--- src/rtl/rgb2hls_pkg.sv ---
// ----------------------------------------------------------------------------
// rgb2hls_pkg
// types, widths and the divide cell payload of the rgb to hls converter
// ----------------------------------------------------------------------------
`default_nettype none

package rgb2hls_pkg;

    localparam int CH_W      = 8;              // color channel width
    localparam int Q_W       = 8;              // quotient width of both divides
    localparam int NUM_CELLS = Q_W;            // one quotient bit per cell
    localparam int SAT_DIV_W = CH_W + Q_W - 1; // divisor aligned to quotient msb
    localparam int SAT_REM_W = SAT_DIV_W + 1;
    localparam int D6_W      = CH_W + 3;       // 6*d
    localparam int HUE_DIV_W = D6_W + Q_W - 1;
    localparam int HUE_REM_W = HUE_DIV_W + 1;

    // payload carried from cell to cell
    typedef struct packed {
        logic [SAT_REM_W-1:0] sat_rem;
        logic [SAT_DIV_W-1:0] sat_div;
        logic [Q_W-1:0]       sat_q;
        logic [HUE_REM_W-1:0] hue_rem;
        logic [HUE_DIV_W-1:0] hue_div;
        logic [Q_W-1:0]       hue_q;
        logic [CH_W-1:0]      light;
        logic                 frame_end;
    } t_cell;

endpackage : rgb2hls_pkg

`default_nettype wire

--- src/rtl/rgb2hls_if.sv ---
// ----------------------------------------------------------------------------
// rgb2hls_if
// valid/ready channels for rgb pixels in and hls pixels out
// ----------------------------------------------------------------------------
`default_nettype none

interface rgb2hls_in_if;
    logic       valid;
    logic       ready;
    logic [7:0] red;
    logic [7:0] green;
    logic [7:0] blue;
    logic       frame_end;

    modport source (output valid, red, green, blue, frame_end, input ready);
    modport sink   (input valid, red, green, blue, frame_end, output ready);
endinterface : rgb2hls_in_if

interface rgb2hls_out_if;
    logic       valid;
    logic       ready;
    logic [7:0] hue;
    logic [7:0] lightness;
    logic [7:0] saturation;
    logic       frame_end_out;

    modport source (output valid, hue, lightness, saturation, frame_end_out, input ready);
    modport sink   (input valid, hue, lightness, saturation, frame_end_out, output ready);
endinterface : rgb2hls_out_if

`default_nettype wire

--- src/rtl/rgb_to_hls_pixel_convert_unit.sv ---
// ----------------------------------------------------------------------------
// rgb_to_hls_pixel_convert_unit
// 8-bit rgb pixel to 8-bit hue, lightness and saturation, exact truncation
// ----------------------------------------------------------------------------
//  channel | dir | handshake            | item payload
//  i_rgb   | in  | valid/ready          | red, green, blue, frame_end
//  o_hls   | out | valid/ready          | hue, lightness, saturation, frame_end_out
//
//  one item per clock sustained while o_hls.ready holds; an item passes one prep stage
//  and then eight divide cells to o_hls.valid, one quotient bit per cell
//  each stage holds its item until the next stage takes it; empty stages close up,
//  so items keep entering while a finished result waits at the output
//  synchronous active-low reset clears the valid bits only
// ----------------------------------------------------------------------------
`default_nettype none

module rgb_to_hls_pixel_convert_unit
    import rgb2hls_pkg::*;
(
    input  wire logic     i_clk,
    input  wire logic     i_rst_n,
    rgb2hls_in_if.sink    i_rgb,
    rgb2hls_out_if.source o_hls
);

    // stage 0 is prep, stages 1..NUM_CELLS are divide cells
    t_cell stage_data  [0:NUM_CELLS];
    logic  stage_valid [0:NUM_CELLS];
    logic  stage_en    [0:NUM_CELLS+1];

    // output stage advances when the consumer takes the item
    assign stage_en[NUM_CELLS+1] = o_hls.ready;

    rgb2hls_prep u_prep (
        .i_clk       (i_clk),
        .i_rst_n     (i_rst_n),
        .i_valid     (i_rgb.valid),
        .i_red       (i_rgb.red),
        .i_green     (i_rgb.green),
        .i_blue      (i_rgb.blue),
        .i_frame_end (i_rgb.frame_end),
        .i_down_en   (stage_en[1]),
        .o_en        (stage_en[0]),
        .o_valid     (stage_valid[0]),
        .o_data      (stage_data[0])
    );

    // row of divide cells, each resolving the next lower quotient bit
    for (genvar k = 1; k <= NUM_CELLS; k++) begin : g_cell
        rgb2hls_cell u_cell (
            .i_clk     (i_clk),
            .i_rst_n   (i_rst_n),
            .i_valid   (stage_valid[k-1]),
            .i_data    (stage_data[k-1]),
            .i_down_en (stage_en[k+1]),
            .o_en      (stage_en[k]),
            .o_valid   (stage_valid[k]),
            .o_data    (stage_data[k])
        );
    end

    assign i_rgb.ready = stage_en[0];

    // last cell register is the output register
    assign o_hls.valid         = stage_valid[NUM_CELLS];
    assign o_hls.hue           = stage_data[NUM_CELLS].hue_q;
    assign o_hls.saturation    = stage_data[NUM_CELLS].sat_q;
    assign o_hls.lightness     = stage_data[NUM_CELLS].light;
    assign o_hls.frame_end_out = stage_data[NUM_CELLS].frame_end;

endmodule : rgb_to_hls_pixel_convert_unit

`default_nettype wire

--- src/rtl/rgb2hls_prep.sv ---
// ----------------------------------------------------------------------------
// rgb2hls_prep
// first stage: max/min, lightness, dividends and aligned divisors
// ----------------------------------------------------------------------------
`default_nettype none

module rgb2hls_prep
    import rgb2hls_pkg::*;
(
    input  wire logic            i_clk,
    input  wire logic            i_rst_n,
    input  wire logic            i_valid,
    input  wire logic [CH_W-1:0] i_red,
    input  wire logic [CH_W-1:0] i_green,
    input  wire logic [CH_W-1:0] i_blue,
    input  wire logic            i_frame_end,
    input  wire logic            i_down_en,
    output logic                 o_en,
    output logic                 o_valid,
    output t_cell                o_data
);

    logic              r_valid;
    t_cell             r_data;
    t_cell             n_data;
    logic [CH_W-1:0]   mx;
    logic [CH_W-1:0]   mn;
    logic [CH_W-1:0]   d;
    logic [CH_W:0]     t;
    logic [CH_W-1:0]   den;
    logic [D6_W-1:0]   d6;
    logic [D6_W:0]     num;      // signed sector numerator, two's complement
    logic [D6_W:0]     num_adj;
    logic [D6_W-1:0]   num_pos;
    logic              grey;

    always_comb begin
        mx = (i_red > i_green) ? i_red : i_green;
        if (i_blue > mx) begin
            mx = i_blue;
        end
        mn = (i_red < i_green) ? i_red : i_green;
        if (i_blue < mn) begin
            mn = i_blue;
        end
        d    = mx - mn;
        t    = {1'b0, mx} + {1'b0, mn};
        grey = (d == '0);
        // t < 255 gives den = t, else 510 - t; both fit in a byte
        if (t < (CH_W+1)'(255)) begin
            den = t[CH_W-1:0];
        end else begin
            den = CH_W'((CH_W+1)'(510) - t);
        end
        d6 = {1'b0, d, 2'b00} + {2'b00, d, 1'b0};

        // sector numerator, red wins ties, then green
        if (i_red == mx) begin
            num = {4'b0000, i_green} - {4'b0000, i_blue};
        end else if (i_green == mx) begin
            num = {3'b000, d, 1'b0} + {4'b0000, i_blue} - {4'b0000, i_red};
        end else begin
            num = {2'b00, d, 2'b00} + {4'b0000, i_red} - {4'b0000, i_green};
        end
        num_adj = num[D6_W] ? (num + {1'b0, d6}) : num;
        num_pos = num_adj[D6_W-1:0];

        n_data.sat_rem   = {d, {CH_W{1'b0}}} - {{CH_W{1'b0}}, d};           // 255*d
        n_data.sat_div   = grey ? '1 : {den, {(Q_W-1){1'b0}}};
        n_data.sat_q     = '0;
        n_data.hue_rem   = {num_pos, {CH_W{1'b0}}} - {{CH_W{1'b0}}, num_pos}; // 255*num
        n_data.hue_div   = grey ? '1 : {d6, {(Q_W-1){1'b0}}};
        n_data.hue_q     = '0;
        n_data.light     = t[CH_W:1];
        n_data.frame_end = i_frame_end;
    end

    assign o_en = !r_valid || i_down_en;

    always_ff @(posedge i_clk) begin
        if (!i_rst_n) begin
            r_valid <= 1'b0;
        end else if (o_en) begin
            r_valid <= i_valid;
        end
    end

    always_ff @(posedge i_clk) begin
        if (o_en && i_valid) begin
            r_data <= n_data;
        end
    end

    assign o_valid = r_valid;
    assign o_data  = r_data;

endmodule : rgb2hls_prep

`default_nettype wire

--- src/rtl/rgb2hls_cell.sv ---
// ----------------------------------------------------------------------------
// rgb2hls_cell
// one restoring divide step for saturation and hue, one quotient bit each
// ----------------------------------------------------------------------------
`default_nettype none

module rgb2hls_cell
    import rgb2hls_pkg::*;
(
    input  wire logic  i_clk,
    input  wire logic  i_rst_n,
    input  wire logic  i_valid,
    input  wire t_cell i_data,
    input  wire logic  i_down_en,
    output logic       o_en,
    output logic       o_valid,
    output t_cell      o_data
);

    logic                 r_valid;
    t_cell                r_data;
    t_cell                n_data;
    logic                 sat_ge;
    logic                 hue_ge;
    logic [SAT_REM_W-1:0] sat_sub;
    logic [HUE_REM_W-1:0] hue_sub;

    always_comb begin
        sat_ge  = i_data.sat_rem >= {1'b0, i_data.sat_div};
        sat_sub = sat_ge ? (i_data.sat_rem - {1'b0, i_data.sat_div}) : i_data.sat_rem;
        hue_ge  = i_data.hue_rem >= {1'b0, i_data.hue_div};
        hue_sub = hue_ge ? (i_data.hue_rem - {1'b0, i_data.hue_div}) : i_data.hue_rem;

        n_data         = i_data;
        n_data.sat_rem = {sat_sub[SAT_REM_W-2:0], 1'b0};
        n_data.sat_q   = {i_data.sat_q[Q_W-2:0], sat_ge};
        n_data.hue_rem = {hue_sub[HUE_REM_W-2:0], 1'b0};
        n_data.hue_q   = {i_data.hue_q[Q_W-2:0], hue_ge};
    end

    assign o_en = !r_valid || i_down_en;

    always_ff @(posedge i_clk) begin
        if (!i_rst_n) begin
            r_valid <= 1'b0;
        end else if (o_en) begin
            r_valid <= i_valid;
        end
    end

    always_ff @(posedge i_clk) begin
        if (o_en && i_valid) begin
            r_data <= n_data;
        end
    end

    assign o_valid = r_valid;
    assign o_data  = r_data;

endmodule : rgb2hls_cell

`default_nettype wire

--- src/flat_wrapper.sv ---
// flat-port wrapper written by rule: the top's interface ports become plain ports
module rgb_to_hls_pixel_convert_unit_flat import rgb2hls_pkg::*;
  (i_clk, i_rst_n, i_rgb_valid, i_rgb_red, i_rgb_green, i_rgb_blue, i_rgb_frame_end, i_rgb_ready, o_hls_valid, o_hls_hue, o_hls_lightness, o_hls_saturation, o_hls_frame_end_out, o_hls_ready);
  rgb2hls_in_if i_rgb_i ();
  rgb2hls_out_if o_hls_i ();
  input  wire logic i_clk;
  input  wire logic i_rst_n;
  input wire logic [$bits(i_rgb_i.valid)-1:0] i_rgb_valid;
  input wire logic [$bits(i_rgb_i.red)-1:0] i_rgb_red;
  input wire logic [$bits(i_rgb_i.green)-1:0] i_rgb_green;
  input wire logic [$bits(i_rgb_i.blue)-1:0] i_rgb_blue;
  input wire logic [$bits(i_rgb_i.frame_end)-1:0] i_rgb_frame_end;
  output wire logic [$bits(i_rgb_i.ready)-1:0] i_rgb_ready;
  output wire logic [$bits(o_hls_i.valid)-1:0] o_hls_valid;
  output wire logic [$bits(o_hls_i.hue)-1:0] o_hls_hue;
  output wire logic [$bits(o_hls_i.lightness)-1:0] o_hls_lightness;
  output wire logic [$bits(o_hls_i.saturation)-1:0] o_hls_saturation;
  output wire logic [$bits(o_hls_i.frame_end_out)-1:0] o_hls_frame_end_out;
  input wire logic [$bits(o_hls_i.ready)-1:0] o_hls_ready;
  assign i_rgb_i.valid = i_rgb_valid;
  assign i_rgb_i.red = i_rgb_red;
  assign i_rgb_i.green = i_rgb_green;
  assign i_rgb_i.blue = i_rgb_blue;
  assign i_rgb_i.frame_end = i_rgb_frame_end;
  assign i_rgb_ready = i_rgb_i.ready;
  assign o_hls_valid = o_hls_i.valid;
  assign o_hls_hue = o_hls_i.hue;
  assign o_hls_lightness = o_hls_i.lightness;
  assign o_hls_saturation = o_hls_i.saturation;
  assign o_hls_frame_end_out = o_hls_i.frame_end_out;
  assign o_hls_i.ready = o_hls_ready;
  rgb_to_hls_pixel_convert_unit u_core (.i_clk(i_clk), .i_rst_n(i_rst_n), .i_rgb(i_rgb_i), .o_hls(o_hls_i));
endmodule
--- config.mk ---
export PLATFORM = sky130hd
export DESIGN_NAME = rgb_to_hls_pixel_convert_unit_flat
export DESIGN_NICKNAME = d
export VERILOG_FILES = /design/src/rtl/rgb2hls_pkg.sv /design/src/rtl/rgb2hls_if.sv /design/src/rtl/rgb_to_hls_pixel_convert_unit.sv /design/src/rtl/rgb2hls_prep.sv /design/src/rtl/rgb2hls_cell.sv /design/src/flat_wrapper.sv
export SDC_FILE = /design/constraint.sdc
export NUM_CORES = 1
export LEC_CHECK = 0
export CAP_MARGIN = 20
export CELL_PAD_IN_SITES_DETAIL_PLACEMENT = 0
export CELL_PAD_IN_SITES_GLOBAL_PLACEMENT = 1
export CORE_MARGIN = 2
export CORE_UTILIZATION = 25
export CTS_CLUSTER_DIAMETER = 40
export CTS_CLUSTER_SIZE = 10
export DETAILED_ROUTE_END_ITERATION = 10
export DONT_BUFFER_PORTS = 1
export PLACE_DENSITY_LB_ADDON = 0.1
export SYNTH_ARGS = -nofsm -noshare
export SYNTH_HDL_FRONTEND = slang
export SYNTH_SLANG_ARGS = --single-unit
--- constraint.sdc ---
create_clock -name i_clk -period 11.4 [get_ports i_clk]
set_input_delay 0.57 -clock i_clk [delete_from_list [all_inputs] [get_ports i_clk]]
set_output_delay 0.57 -clock i_clk [all_outputs]
set_load 0.01 [all_outputs]
# After elaboration in Yosys (flattened, before gate mapping)
# Index checks and enable logic that the tools add are counted.
# W data, S select, Z words.
[word_totals] inputBits=29 wordCells=190 output_inout_bits=27 ff_bits=692
[classes] eq_ne=2 magnitude_cmp=21 n_addsub=26 n_mux=24 n_reduce_logical=28
[op_table] cell="$ge A19 B18 Y1" n=8
[op_table] cell="$ge A16 B15 Y1" n=8
[op_table] cell="$mux W18" n=7
[op_table] cell="$sub A18 B18 Y18" n=7
[op_table] cell="$mux W15" n=7
[op_table] cell="$sub A15 B15 Y15" n=7
[op_table] cell="$mux W8" n=5
[op_table] cell="$mux W12" n=2
[op_table] cell="$sub A19 B11 Y19" n=1
[op_table] cell="$eq A8 B8 Y1" n=2
[op_table] cell="$gt A8 B8 Y1" n=2
[op_table] cell="$lt A8 B8 Y1" n=2
[op_table] cell="$sub A16 B8 Y16" n=1
[op_table] cell="$mux W7" n=2
[op_table] cell="$sub A11 B8 Y12" n=1
[op_table] cell="$add A10 B8 Y11" n=1
[op_table] cell="$add A10 B9 Y11" n=1
[op_table] cell="$add A11 B11 Y11" n=1
[op_table] cell="$mux W11" n=1
[op_table] cell="$sub A10 B8 Y11" n=1
[op_table] cell="$add A9 B8 Y10" n=1
[op_table] cell="$add A8 B8 Y9" n=1
[op_table] cell="$logic_and A1 B1 Y1" n=9
[op_table] cell="$logic_not A1 Y1" n=9
[op_table] cell="other kinds (6)" n=14

# Logic depth before layout (Yosys ltp)
# Gate-level depths: netlist (run 1).
[depth] depth_word=12 mapped_depth=55 ltp_nobuf=51

# Modules after synthesis
# A second synthesis (run 1) with hierarchy kept.
[unflattened] cells_unflattened=4161 hier_area_um2=48222.5
[by_module_without_submodules] mod="rgb2hls_cell" cells_per_inst=413 seq_area_each_um2=2752.6 instances=8 area_per_inst_um2=5077.4
[by_module_without_submodules] mod="rgb2hls_prep" cells_per_inst=857 seq_area_each_um2=1911.8 instances=1 area_per_inst_um2=7603.5

# Worst setup path before layout (run 1)
# OpenSTA, ideal clock, no wires.
[synth_path] kind="input-to-reg" from="input port i_rgb_green[7]" to="register u_core.u_prep.r_data (netlist bit u_core.u_prep.o_data[53]), data pin" slack_ns=1.080 t_required_ns=11.133 stages=54 n_path_buf=5 setup_time_ns=0.267 t_arrival_ns=10.053 cell_sequence="clkbuf_1 > inv_1 > ha_1 > nand4_1 > a21oi_2 > nor2_1 > clkbuf_1 > nand2_1 > o21ai_0 > inv_1 > ha_1 > inv_1 > o21bai_1 > a21oi_1 > o21bai_1 > a21oi_1 > o21bai_1 > a21o_1 > [18 not listed] > nand2_1 > o21ai_0 > o21a_1 > ha_1 > a21oi_1 > o21a_1 > nor2b_1 > mux2i_1 > a31oi_1 > nor2_1 > o21ai_0 > ha_1 > a21o_1 > inv_1 > nand4_1 > nor2_1 > o2111ai_1 > xor2_1"
[synth_lines] element="start, declared" line="flat_wrapper.sv:10" source="input wire logic [$bits(i_rgb_i.green)-1:0] i_rgb_green;"
[synth_lines] element="end signal, assigned" line="rgb2hls_prep.sv:90" source="r_data <= n_data;"
[synth_lines] element="end, declared" line="rgb2hls_prep.sv:24" source="t_cell r_data;"

==> results.py, run 1 <==
metrics = {
    "worst_setup_path": {
        "cp-start-kind": "primary input",
        "critPathMaxStageDelay_ns": 0.66,
        "cp.arrival_ns": 10.08,
        "critPathKind": "in -> reg",
        "crit_fanout": 11,
        "end_kind": "register",
        "cp.required_ns": 11.83,
        "crit_path_top_delay_cell": "fa_1",
    },
    "clocking": {
        "clock_latency_ns": 0.70,
        "cts_setup_buffers": 0,
        "cts_sinks": 579,
        "cts_tree": "done",
        "htree_levels": 3,
        "clock_path_buffers": 3,
        "cts.clk_slew.worst_paths_ns": 0.05,
        "root_buffer": "clkbuf_16",
        "numCtsBuffers": 108,
        "cts_resized": 0,
    },
    "grt": {
        "grt_pass1_wl_um": 140000,
        "grt_usage_pct": 12.0,
        "grt_pass1_vias": 25000,
        "grt_remaining_overflow": 0,
        "antenna_found_initial": 1,
        "grt_max_degree": 72,
    },
    "floorplanning": {
        "die_y_um": 384,
        "core_um2": 143000,
        "io_pins": 56,
        "die_area_um2": 148000,
        "num_rows": 139,
        "initial_core_util_pct": 25.2,
        "die_x_um": 384,
    },
    "timing": {
        "setup-tns-final_ns": 0,
        "timing.final.crit_share_pct": 84.7,
        "finClkSkew_ns": 0.0310,
        "setup_viol": 0,
        "tightestPinTransition_ns": 0.985,
        "max_freq_ghz": 0.104,
        "maxSlewViolCount": 0,
        "timing.final.ws_setup_ns": 1.74,
        "fin_crit_ns": 9.66,
        "hold_viol_final": 0,
        "slew_headroom_pct": 34.4,
        "rsz0062_at_grt": "no",
    },
    "power_and_ir_drop": {
        "irDropWorstVdd_mv": 0.404,
        "p_leak_nw": 16.6,
        "switching_share_pct": 39.0,
        "pwr-share-clk_pct": 26.0,
        "p_seq_share_pct": 24.5,
        "combPwrFrac_pct": 49.5,
        "p_switching_mw": 4.77,
        "powerDensity_nw_per_um2": 287,
        "internal_power_mw": 7.45,
    },
    "min_path": {
        "min_path_type": "in -> reg",
    },
    "outcome": {
        "status": "complete, no violations",
    },
    "placed_design": {
        "portBuffers": 0,
        "gp_congestion": 0.757,
        "hpwlAfterDp_um": 68900,
        "post-place-ws_ns": 1.00,
    },
    "final_layout": {
        "layout-drive-gt1-share_pct": 11.2,
        "synthToLayoutAreaGrowth_pct": 17.6,
        "nets": 3855,
        "fill_cells": 14900,
        "final_core_utilization_pct": 29.6,
        "diodes": 0,
    },
    "route": {
        "vias": 23600,
        "drtIter0Drc": 821,
        "drc": 0,
        "wl_um": 88500,
        "wl_per_cell_um": 16.3,
        "viasPerCell": 4.34,
        "ant_nets": 0,
        "drt_pass1_iterations": 5,
    },
    "synth": {
        "synth_top_area_share_pct": 47.4,
        "ys_seq_area_share_pct": 47.9,
        "yosysWarnings": 0,
        "synth_area_um2": 36100,
        "synthDistinctLibCells": 68,
        "async_flop_share_pct": 0,
        "synth.ff_latch_count": 579,
        "postSynthCellCount": 3336,
        "yosysMostFrequentCell": "edfxtp_1",
        "ys_top_cells_by_count": "edfxtp_1, inv_1, ha_1",
        "synth_top_area_cell": "edfxtp_1",
        "yosys-top-cells-area": "edfxtp_1, ha_1, xnor2_1, inv_1, a21oi_1",
        "ys.flop_type": "edfxtp_1",
        "synth_edf_count": 570,
        "syn_nets": 3742,
        "synth_area_per_cell_um2": 10.8,
    },
    "job": {
        "drv_cap": 0,
    },
}
kinds of logic after synthesis:
kind of cell / after synthesis / synth area share (%)
fa+ha+maj: 377 / 13.5
xor+xnor: 220 / 5.33
buf+inv: 417 / 4.34
compound gates: 765 / 12.8
flops: 579 / 47.9
mux: 168 / 5.05
simple gates: 810 / 11.1
power groups by stage:
stage | clock (mW) | sequential [mW] | combinational [mW]
final | 3.18 | 3.00 | 6.04
after global routing | 3.38 | 3.02 | 6.85
after detailed placement | 0 | 3.05 | 6.09
after floorplan | 0 | 2.96 | 4.44
after global placement | 0 | 3.05 | 6.15
after CTS | 3.29 | 3.01 | 6.14
critical path, delay by kind of cell:
family	cells	cell delay, ns
AOI/OAI and AO/OA	20	3.56
and+or+nand+nor	8	1.10
muxes	3	0.60
adders and majority gates	8	3.18
buffers and inverters	8	1.04
through the flow:
step                total power, mW  hold WS, ns  std cells  cell area [µm²]
floorplan                      7.40        0.400       3336            36100
global route                   13.2       0.0905       5443            42500
detailed placement             9.14        0.405       5238            38800
CTS                            12.4       0.0267       5441            42500
global placement               9.20        0.401       5236            38800
finish                         12.2        0.117       5443            42500
sequential cells by signal (all words and copies together), names as in the netlist:
signal / cells
u_core.g_cell.u_cell.o_data: 507
u_core.u_prep.o_valid: 1
u_core.u_prep.o_data: 63
u_core.g_cell.u_cell.o_valid: 8
routing by layer:
metal	vias up	wire, µm	global-route usage [%]
met5	-	0	0
met4	0	2400	4.42
met3	141	2470	1.76
met2	241	44400	21.9
met1	10900	39300	14.3
li1	12400	-	-
layout make-up:
type,instances,area (µm²),share of cell area (%)
multi-input combinational,2340,17400,41.0
sequential,579,17300,40.7
clock buffer,124,2770,6.52
tap,1903,2380,5.60
inverter,377,1420,3.33
clock inverter,77,891,2.10
timing repair buffer,43,347,0.815
path summary, 6_finish.rpt:
| kind | start | to | slack [ns] | cells after the start |
|---|---|---|---|---|
| max | i_rgb_green[5] | u_core.u_prep.o_data[46] | 1.74 | 47 |
| min | i_rgb_valid | u_core.u_prep.o_valid | 0.12 | 2 |
| max reg2reg | u_core.g_cell[1].u_cell.o_data[68] | u_core.g_cell[2].u_cell.o_data[51] | 6.43 | 13 |
| min reg2reg | u_core.g_cell[5].u_cell.o_data[57] | u_core.g_cell[6].u_cell.o_data[58] | 0.40 | 0 |
timing repair:
item,in CTS,in global routing
endpoints found under the hold margin,10,0
setup endpoints to repair,0,0
hold buffers,2,0
cells in the final DEF, fill, tap and decap left out, types with 61 or more instances in the layout:
master and n:
a21oi_1 265, clkbuf_16 108, edfxtp_1 570, ha_1 354, inv_1 377, mux2_2 114
nand2_1 159, nor2_1 231, nor2b_1 61, nor3_1 73, o21ai_0 204, xnor2_1 166
No activity file was read; power rests on OpenSTA's default activity.
==> inputs of run 2 (changes only) <==
clock period = 8.59 ns   (was 11.4 ns; I/O delays follow)
==> run 2 against run 1 <==
Compared with the run above:
- core utilization up 1.3 points
- wire length up 0.95%
- sequential share of layout area down 1.7 points
- via count up 2.4%
- global-route usage up 0.20 points
- clock skew down 0.0030 ns
- clock-buffer cell count down 10
- flip-flop and latch count unchanged
==> results.py, run 2 (synthesis results as in run 1) <==
metrics = {
    "outcome": {
        "status": "complete, no violations",
    },
    "grt": {
        "grt_pass1_wl_um": 143000,
        "grt_usage_pct": 12.2,
        "grt_max_degree": 72,
        "antenna_found_initial": 0,
        "grt_remaining_overflow": 0,
        "grt_pass1_vias": 25900,
    },
    "power_and_ir_drop": {
        "powerDensity_nw_per_um2": 425,
        "p_leak_nw": 17.6,
        "internal_power_mw": 11.7,
        "switching_share_pct": 37.7,
        "combPwrFrac_pct": 57.5,
        "p_total_mw": 18.8,
        "irDropWorstVdd_mv": 0.676,
        "pwr-share-clk_pct": 21.4,
        "p_switching_mw": 7.11,
        "p_seq_share_pct": 21.1,
    },
    "timing": {
        "setup_viol": 0,
        "max_freq_ghz": 0.120,
        "fin_crit_ns": 8.30,
        "finClkSkew_ns": 0.0279,
        "slew_headroom_pct": 34.2,
        "timing.final.ws_setup_ns": 0.291,
        "setup-tns-final_ns": 0,
        "rsz0062_at_grt": "yes",
        "timing.final.crit_share_pct": 96.6,
        "holdWs_ns": 0.0841,
        "tightestPinTransition_ns": 0.987,
        "hold_viol_final": 0,
        "maxSlewViolCount": 0,
    },
    "route": {
        "drt_pass1_iterations": 5,
        "drc": 0,
        "vias": 24200,
        "wl_per_cell_um": 15.9,
        "ant_nets": 0,
        "wl_um": 89300,
        "viasPerCell": 4.31,
        "drtIter0Drc": 924,
    },
    "worst_setup_path": {
        "crit_fanout": 8,
        "rrSetupSlack_ns": 3.58,
        "reg2reg_from": "u_core.g_cell[1].u_cell.o_data[68]",
        "end_kind": "register",
        "cp.required_ns": 9.01,
        "ff2ff_path_depth": 13,
        "r2r-end": "u_core.g_cell[2].u_cell.o_data[47]",
        "cp-start-kind": "primary input",
        "crit_path_top_delay_cell": "fa_1",
        "cp.arrival_ns": 8.72,
        "critPathMaxStageDelay_ns": 0.53,
        "critPathKind": "in -> reg",
    },
    "clocking": {
        "clock_path_buffers": 3,
        "cts_sinks": 579,
        "cts_tree": "done",
        "htree_levels": 3,
        "clock_latency_ns": 0.69,
        "numCtsBuffers": 102,
        "cts.clk_slew.worst_paths_ns": 0.05,
        "root_buffer": "clkbuf_16",
    },
    "final_layout": {
        "synthToLayoutAreaGrowth_pct": 22.6,
        "fill_cells": 14700,
        "largest_reg_flops": 507,
        "multi_input_area_um2": 18000,
        "layout-drive-gt1-share_pct": 17.6,
        "diodes": 0,
        "most-common-layout-cells": "edfxtp_1, inv_1, ha_1",
        "mostFrequentLayoutCell": "edfxtp_1",
        "regArea_um2": 17300,
        "nets": 4033,
        "instances_no_fill": 5617,
    },
    "floorplanning": {
        "die_area_um2": 148000,
        "die_y_um": 384,
        "initial_core_util_pct": 25.2,
        "core_um2": 143000,
        "num_rows": 139,
        "die_x_um": 384,
        "io_pins": 56,
    },
    "placed_design": {
        "gp_congestion": 0.801,
        "place_inst": 5401,
        "post-place-ws_ns": -0.762,
        "portBuffers": 0,
        "hpwlAfterDp_um": 70300,
    },
    "min_path": {
        "min_from": "o_hls_ready",
        "min_path_type": "in -> reg",
        "hold_path_end": "u_core.g_cell[8].u_cell.o_valid",
        "hold_path_depth": 2,
    },
    "job": {
        "drv_cap": 0,
    },
}
-- run 2: cell types whose count changed in the layout (fill, tap and decap cells not counted), moves of 6 or more --
| cell | before | now |
|---|---|---|
| ha_4 | 0 | 9 |
| inv_1 | 377 | 367 |
| clkbuf_16 | 108 | 102 |
| a21oi_1 | 265 | 248 |
| ha_1 | 354 | 342 |
| buf_6 | 1 | 7 |
| a21oi_2 | 9 | 25 |
| o21ai_0 | 204 | 193 |
| inv_2 | 0 | 8 |
| buf_4 | 38 | 213 |
-- run 2: power by group through the flow --
stage | Sequential [mW] | Clock, mW | Combinational [mW]
after floorplan | 3.93 | 0 | 6.23
after global placement | 4.05 | 0 | 10.0
after detailed placement | 4.04 | 0 | 9.95
after CTS | 3.99 | 4.18 | 10.0
after global routing | 4.01 | 4.31 | 12.1
final | 3.98 | 4.03 | 10.8
-- run 2: how the worst max path moves through the flow --
| stage | start | end | depth (start not counted) |
|---|---|---|---|
| 2_1_floorplan | i_rgb_red[0] | u_core.u_prep.o_data[53] | 53 |
| 5_1_grt | i_rgb_green[6] | u_core.u_prep.o_data[53] | 50 |
| 3_3_place_gp | i_rgb_green[5] | u_core.u_prep.o_data[53] | 44 |
| 6_report | i_rgb_green[5] | u_core.u_prep.o_data[51] | 51 |
| 4_1_cts | i_rgb_red[0] | u_core.u_prep.o_data[53] | 50 |
| 3_5_place_dp | i_rgb_green[5] | u_core.u_prep.o_data[53] | 44 |
-- run 2: routing by layer --
layer  wire length [µm]  track usage, %  part of all wire, %
met2              45700            22.6                   51
met3               2680            1.92                  3.0
met1              38700            14.3                   43
met4               2180            4.18                  2.4
met5                  0               0                    0
-- run 2: critical path: cells and delay by family --
family | cells | cell delay, ns
compound gates | 19 | 2.90
buf+inv | 10 | 0.85
mux | 3 | 0.51
xor+xnor | 3 | 0.42
simple gates | 8 | 1.00
fa+ha+maj | 8 | 2.58
-- run 2: layout make-up --
type	count	area share, %
Multi-Input combinational cell	2340	40.5
Tap cell	1903	5.37
Inverter	377	3.23
Clock inverter	77	1.98
Timing Repair Buffer	227	4.00
Clock buffer	114	5.88
Sequential cell	579	39.0
-- run 2: stage by stage --
stage	utilization (%)	cell area, µm²
after CTS	30.6	43800
final	30.9	44300
after global placement	28.1	40300
after floorplan	-	36500
after global routing	30.9	44300
after detailed placement	28.1	40300
-- run 2: repair_timing --
item | 4_1_cts | 5_1_grt
pin swaps | 1 | 65
hold endpoints to repair | 10 | 0
hold buffers | 3 | 0
cloned | 0 | 0
resized for setup | 2 | 63
setup buffers | 0 | 21
setup endpoints to repair | 2 | 9
==> inputs of run 3 (changes only) <==
==> constraint.sdc (replaced) <==
create_clock -name i_clk -period 8.59 [get_ports i_clk]
set_input_delay 0 -clock i_clk [delete_from_list [all_inputs] [get_ports i_clk]]
set_output_delay 0 -clock i_clk [all_outputs]
set_load 0.01 [all_outputs]
==> run 3 against run 2 <==
Compared with the run above:
- total power down 4.8%
- largest cell class unchanged
- sequential share of layout area rose by 0.26 points
- first-iteration DRC count down 4.1%
==> results.py, run 3 (synthesis results as in run 1) <==
metrics = {
    "final_layout": {
        "mostFrequentLayoutCell": "edfxtp_1",
        "largest_reg_flops": 507,
        "nets": 4006,
        "fill_cells": 14700,
        "diodes": 0,
        "layout-drive-gt1-share_pct": 16.6,
        "most-common-layout-cells": "edfxtp_1, inv_1, ha_1",
        "synthToLayoutAreaGrowth_pct": 21.8,
    },
    "placed_design": {
        "hpwlAfterDp_um": 70000,
        "gp_congestion": 0.790,
        "portBuffers": 0,
    },
    "route": {
        "vias": 24200,
        "viasPerCell": 4.33,
        "drtIter0Drc": 886,
        "wl_um": 89600,
        "ant_nets": 0,
        "drt_pass1_iterations": 8,
        "wl_per_cell_um": 16.0,
        "drc": 0,
    },
    "worst_setup_path": {
        "crit_path_top_delay_cell": "fa_1",
        "cp.arrival_ns": 8.52,
        "end_kind": "register",
        "worst-path-buf-inv": 9,
        "cp-start-kind": "primary input",
        "critPathKind": "in -> reg",
        "crit_fanout": 7,
        "critPathTopFamily": "compound AO/OA/AOI/OAI gates",
        "crit_top_cell": "o21bai_1",
        "cp.required_ns": 8.99,
        "critPathMaxStageDelay_ns": 0.49,
    },
    "job": {
        "drv_cap": 0,
    },
    "power_and_ir_drop": {
        "p_switching_mw": 6.77,
        "powerDensity_nw_per_um2": 407,
        "switching_share_pct": 37.7,
        "p_total_mw": 17.9,
        "combPwrFrac_pct": 55.2,
        "pwr-share-clk_pct": 22.6,
        "p_seq_share_pct": 22.1,
        "irDropWorstVdd_mv": 0.509,
        "p_leak_nw": 17.4,
        "internal_power_mw": 11.2,
    },
    "clocking": {
        "cts_tree": "done",
        "numCtsBuffers": 103,
        "clock_path_buffers": 3,
        "root_buffer": "clkbuf_16",
        "htree_levels": 3,
        "clock_latency_ns": 0.68,
        "cts.clk_slew.worst_paths_ns": 0.05,
        "cts_sinks": 579,
    },
    "grt": {
        "grtUsageMet1_pct": 14.3,
        "antenna_found_initial": 0,
        "top_usage_layer": "met2",
        "globalRouteMet2Util_pct": 22.6,
        "grt_pass1_wl_um": 143000,
        "grt_use_met3_pct": 1.78,
        "grt_remaining_overflow": 0,
        "grt_pass1_vias": 25600,
        "grt_usage_pct": 12.2,
        "grt_max_degree": 72,
    },
    "floorplanning": {
        "io_pins": 56,
        "core_um2": 143000,
        "die_y_um": 384,
        "die_area_um2": 148000,
        "die_x_um": 384,
        "initial_core_util_pct": 25.2,
        "num_rows": 139,
    },
    "timing": {
        "setup-tns-final_ns": 0,
        "slew_headroom_pct": 31.9,
        "hold_viol_final": 0,
        "fin_crit_ns": 8.12,
        "finClkSkew_ns": 0.0207,
        "tightestPinTransition_ns": 1.02,
        "setup_viol": 0,
        "max_freq_ghz": 0.123,
        "timing.final.crit_share_pct": 94.5,
        "maxSlewViolCount": 0,
    },
    "min_path": {
        "min_path_type": "in -> reg",
    },
    "outcome": {
        "status": "complete, no violations",
    },
}
==> run 3: changes by cell type in the layout (fill, tap and decap cells not counted), moves of 4 or more <==
cell      before  now
buf_4        213  185
buf_6          7    2
clkinv_1      11    7
clkinv_4       8   12
inv_1        367  371
o21ai_1        7   11
==> run 3: area by class of cell <==
cell class              count  area, µm²  area share, %
well taps                1903       2380           5.41
repair buffers            198       1560           3.53
inverters                 377       1420           3.22
flip-flops and latches    579      17300           39.3
clock inverters            70        820           1.86
clock buffers             120       2700           6.14
multi-input cells        2341      17900           40.6
==> run 3: path summary, 6_finish.rpt <==
| path | slack (ns) | startpoint | end | cells past startpoint |
|---|---|---|---|---|
| setup / recovery | 0.47 | i_rgb_red[0] | u_core.u_prep.o_data[46] | 51 |
| hold / removal | 0.08 | i_rgb_green[7] | u_core.u_prep.o_data[8] | 5 |
| setup reg to reg | 3.59 | u_core.g_cell[2].u_cell.o_data[68] | u_core.g_cell[3].u_cell.o_data[51] | 13 |
| hold reg to reg | 0.40 | u_core.g_cell[6].u_cell.o_data[13] | u_core.g_cell[7].u_cell.o_data[14] | 0 |
==> run 3: worst min-delay path: cells and delay by family <==
| kind | cells | cell delay, ns |
|---|---|---|
| multiplexers | 2 | 0.26 |
| adder cells (fa/ha/maj) | 1 | 0.17 |
| AO/OA/AOI/OAI | 1 | 0.12 |
| buffers and inverters | 1 | 0.09 |
==> run 3: power by group through the flow <==
stage	combinational (mW)	sequential (mW)	clock, mW
after global routing	11.1	4.01	4.34
final	9.90	3.97	4.06
after detailed placement	9.52	4.04	0
after CTS	9.58	3.98	4.21
after floorplan	6.20	3.93	0
after global placement	9.55	4.05	0
==> run 3: routing by layer <==
metal  part of all wire [%]  vias up
met5                      0        -
met4                    2.3        0
met3                    2.7      124
met2                     51      225
met1                     44    11100
li1                       -    12700
==> run 3: timing repair <==
item,CTS,global route
endpoints found under the setup margin,0,9
gates resized for setup,0,52
hold buffers,6,0
endpoints found under the hold margin,11,0
setup buffers,0,19
==> run 3: through the flow <==
stage / area, µm² / setup WS [ns] / hold slack [ns] / instances / util, %
3_3_place_gp: 40000 / -0.278 / 0.0990 / 5369 / 27.9
3_5_place_dp: 40000 / -0.404 / 0.0990 / 5370 / 27.9
2_1_floorplan: 36400 / 0.00847 / 0.0989 / 3336 / -
6_report: 44000 / 0.475 / 0.0775 / 5588 / 30.7
4_1_cts: 43600 / 0.327 / 0.0184 / 5566 / 30.4
5_1_grt: 44000 / -0.0406 / 0.128 / 5588 / 30.7
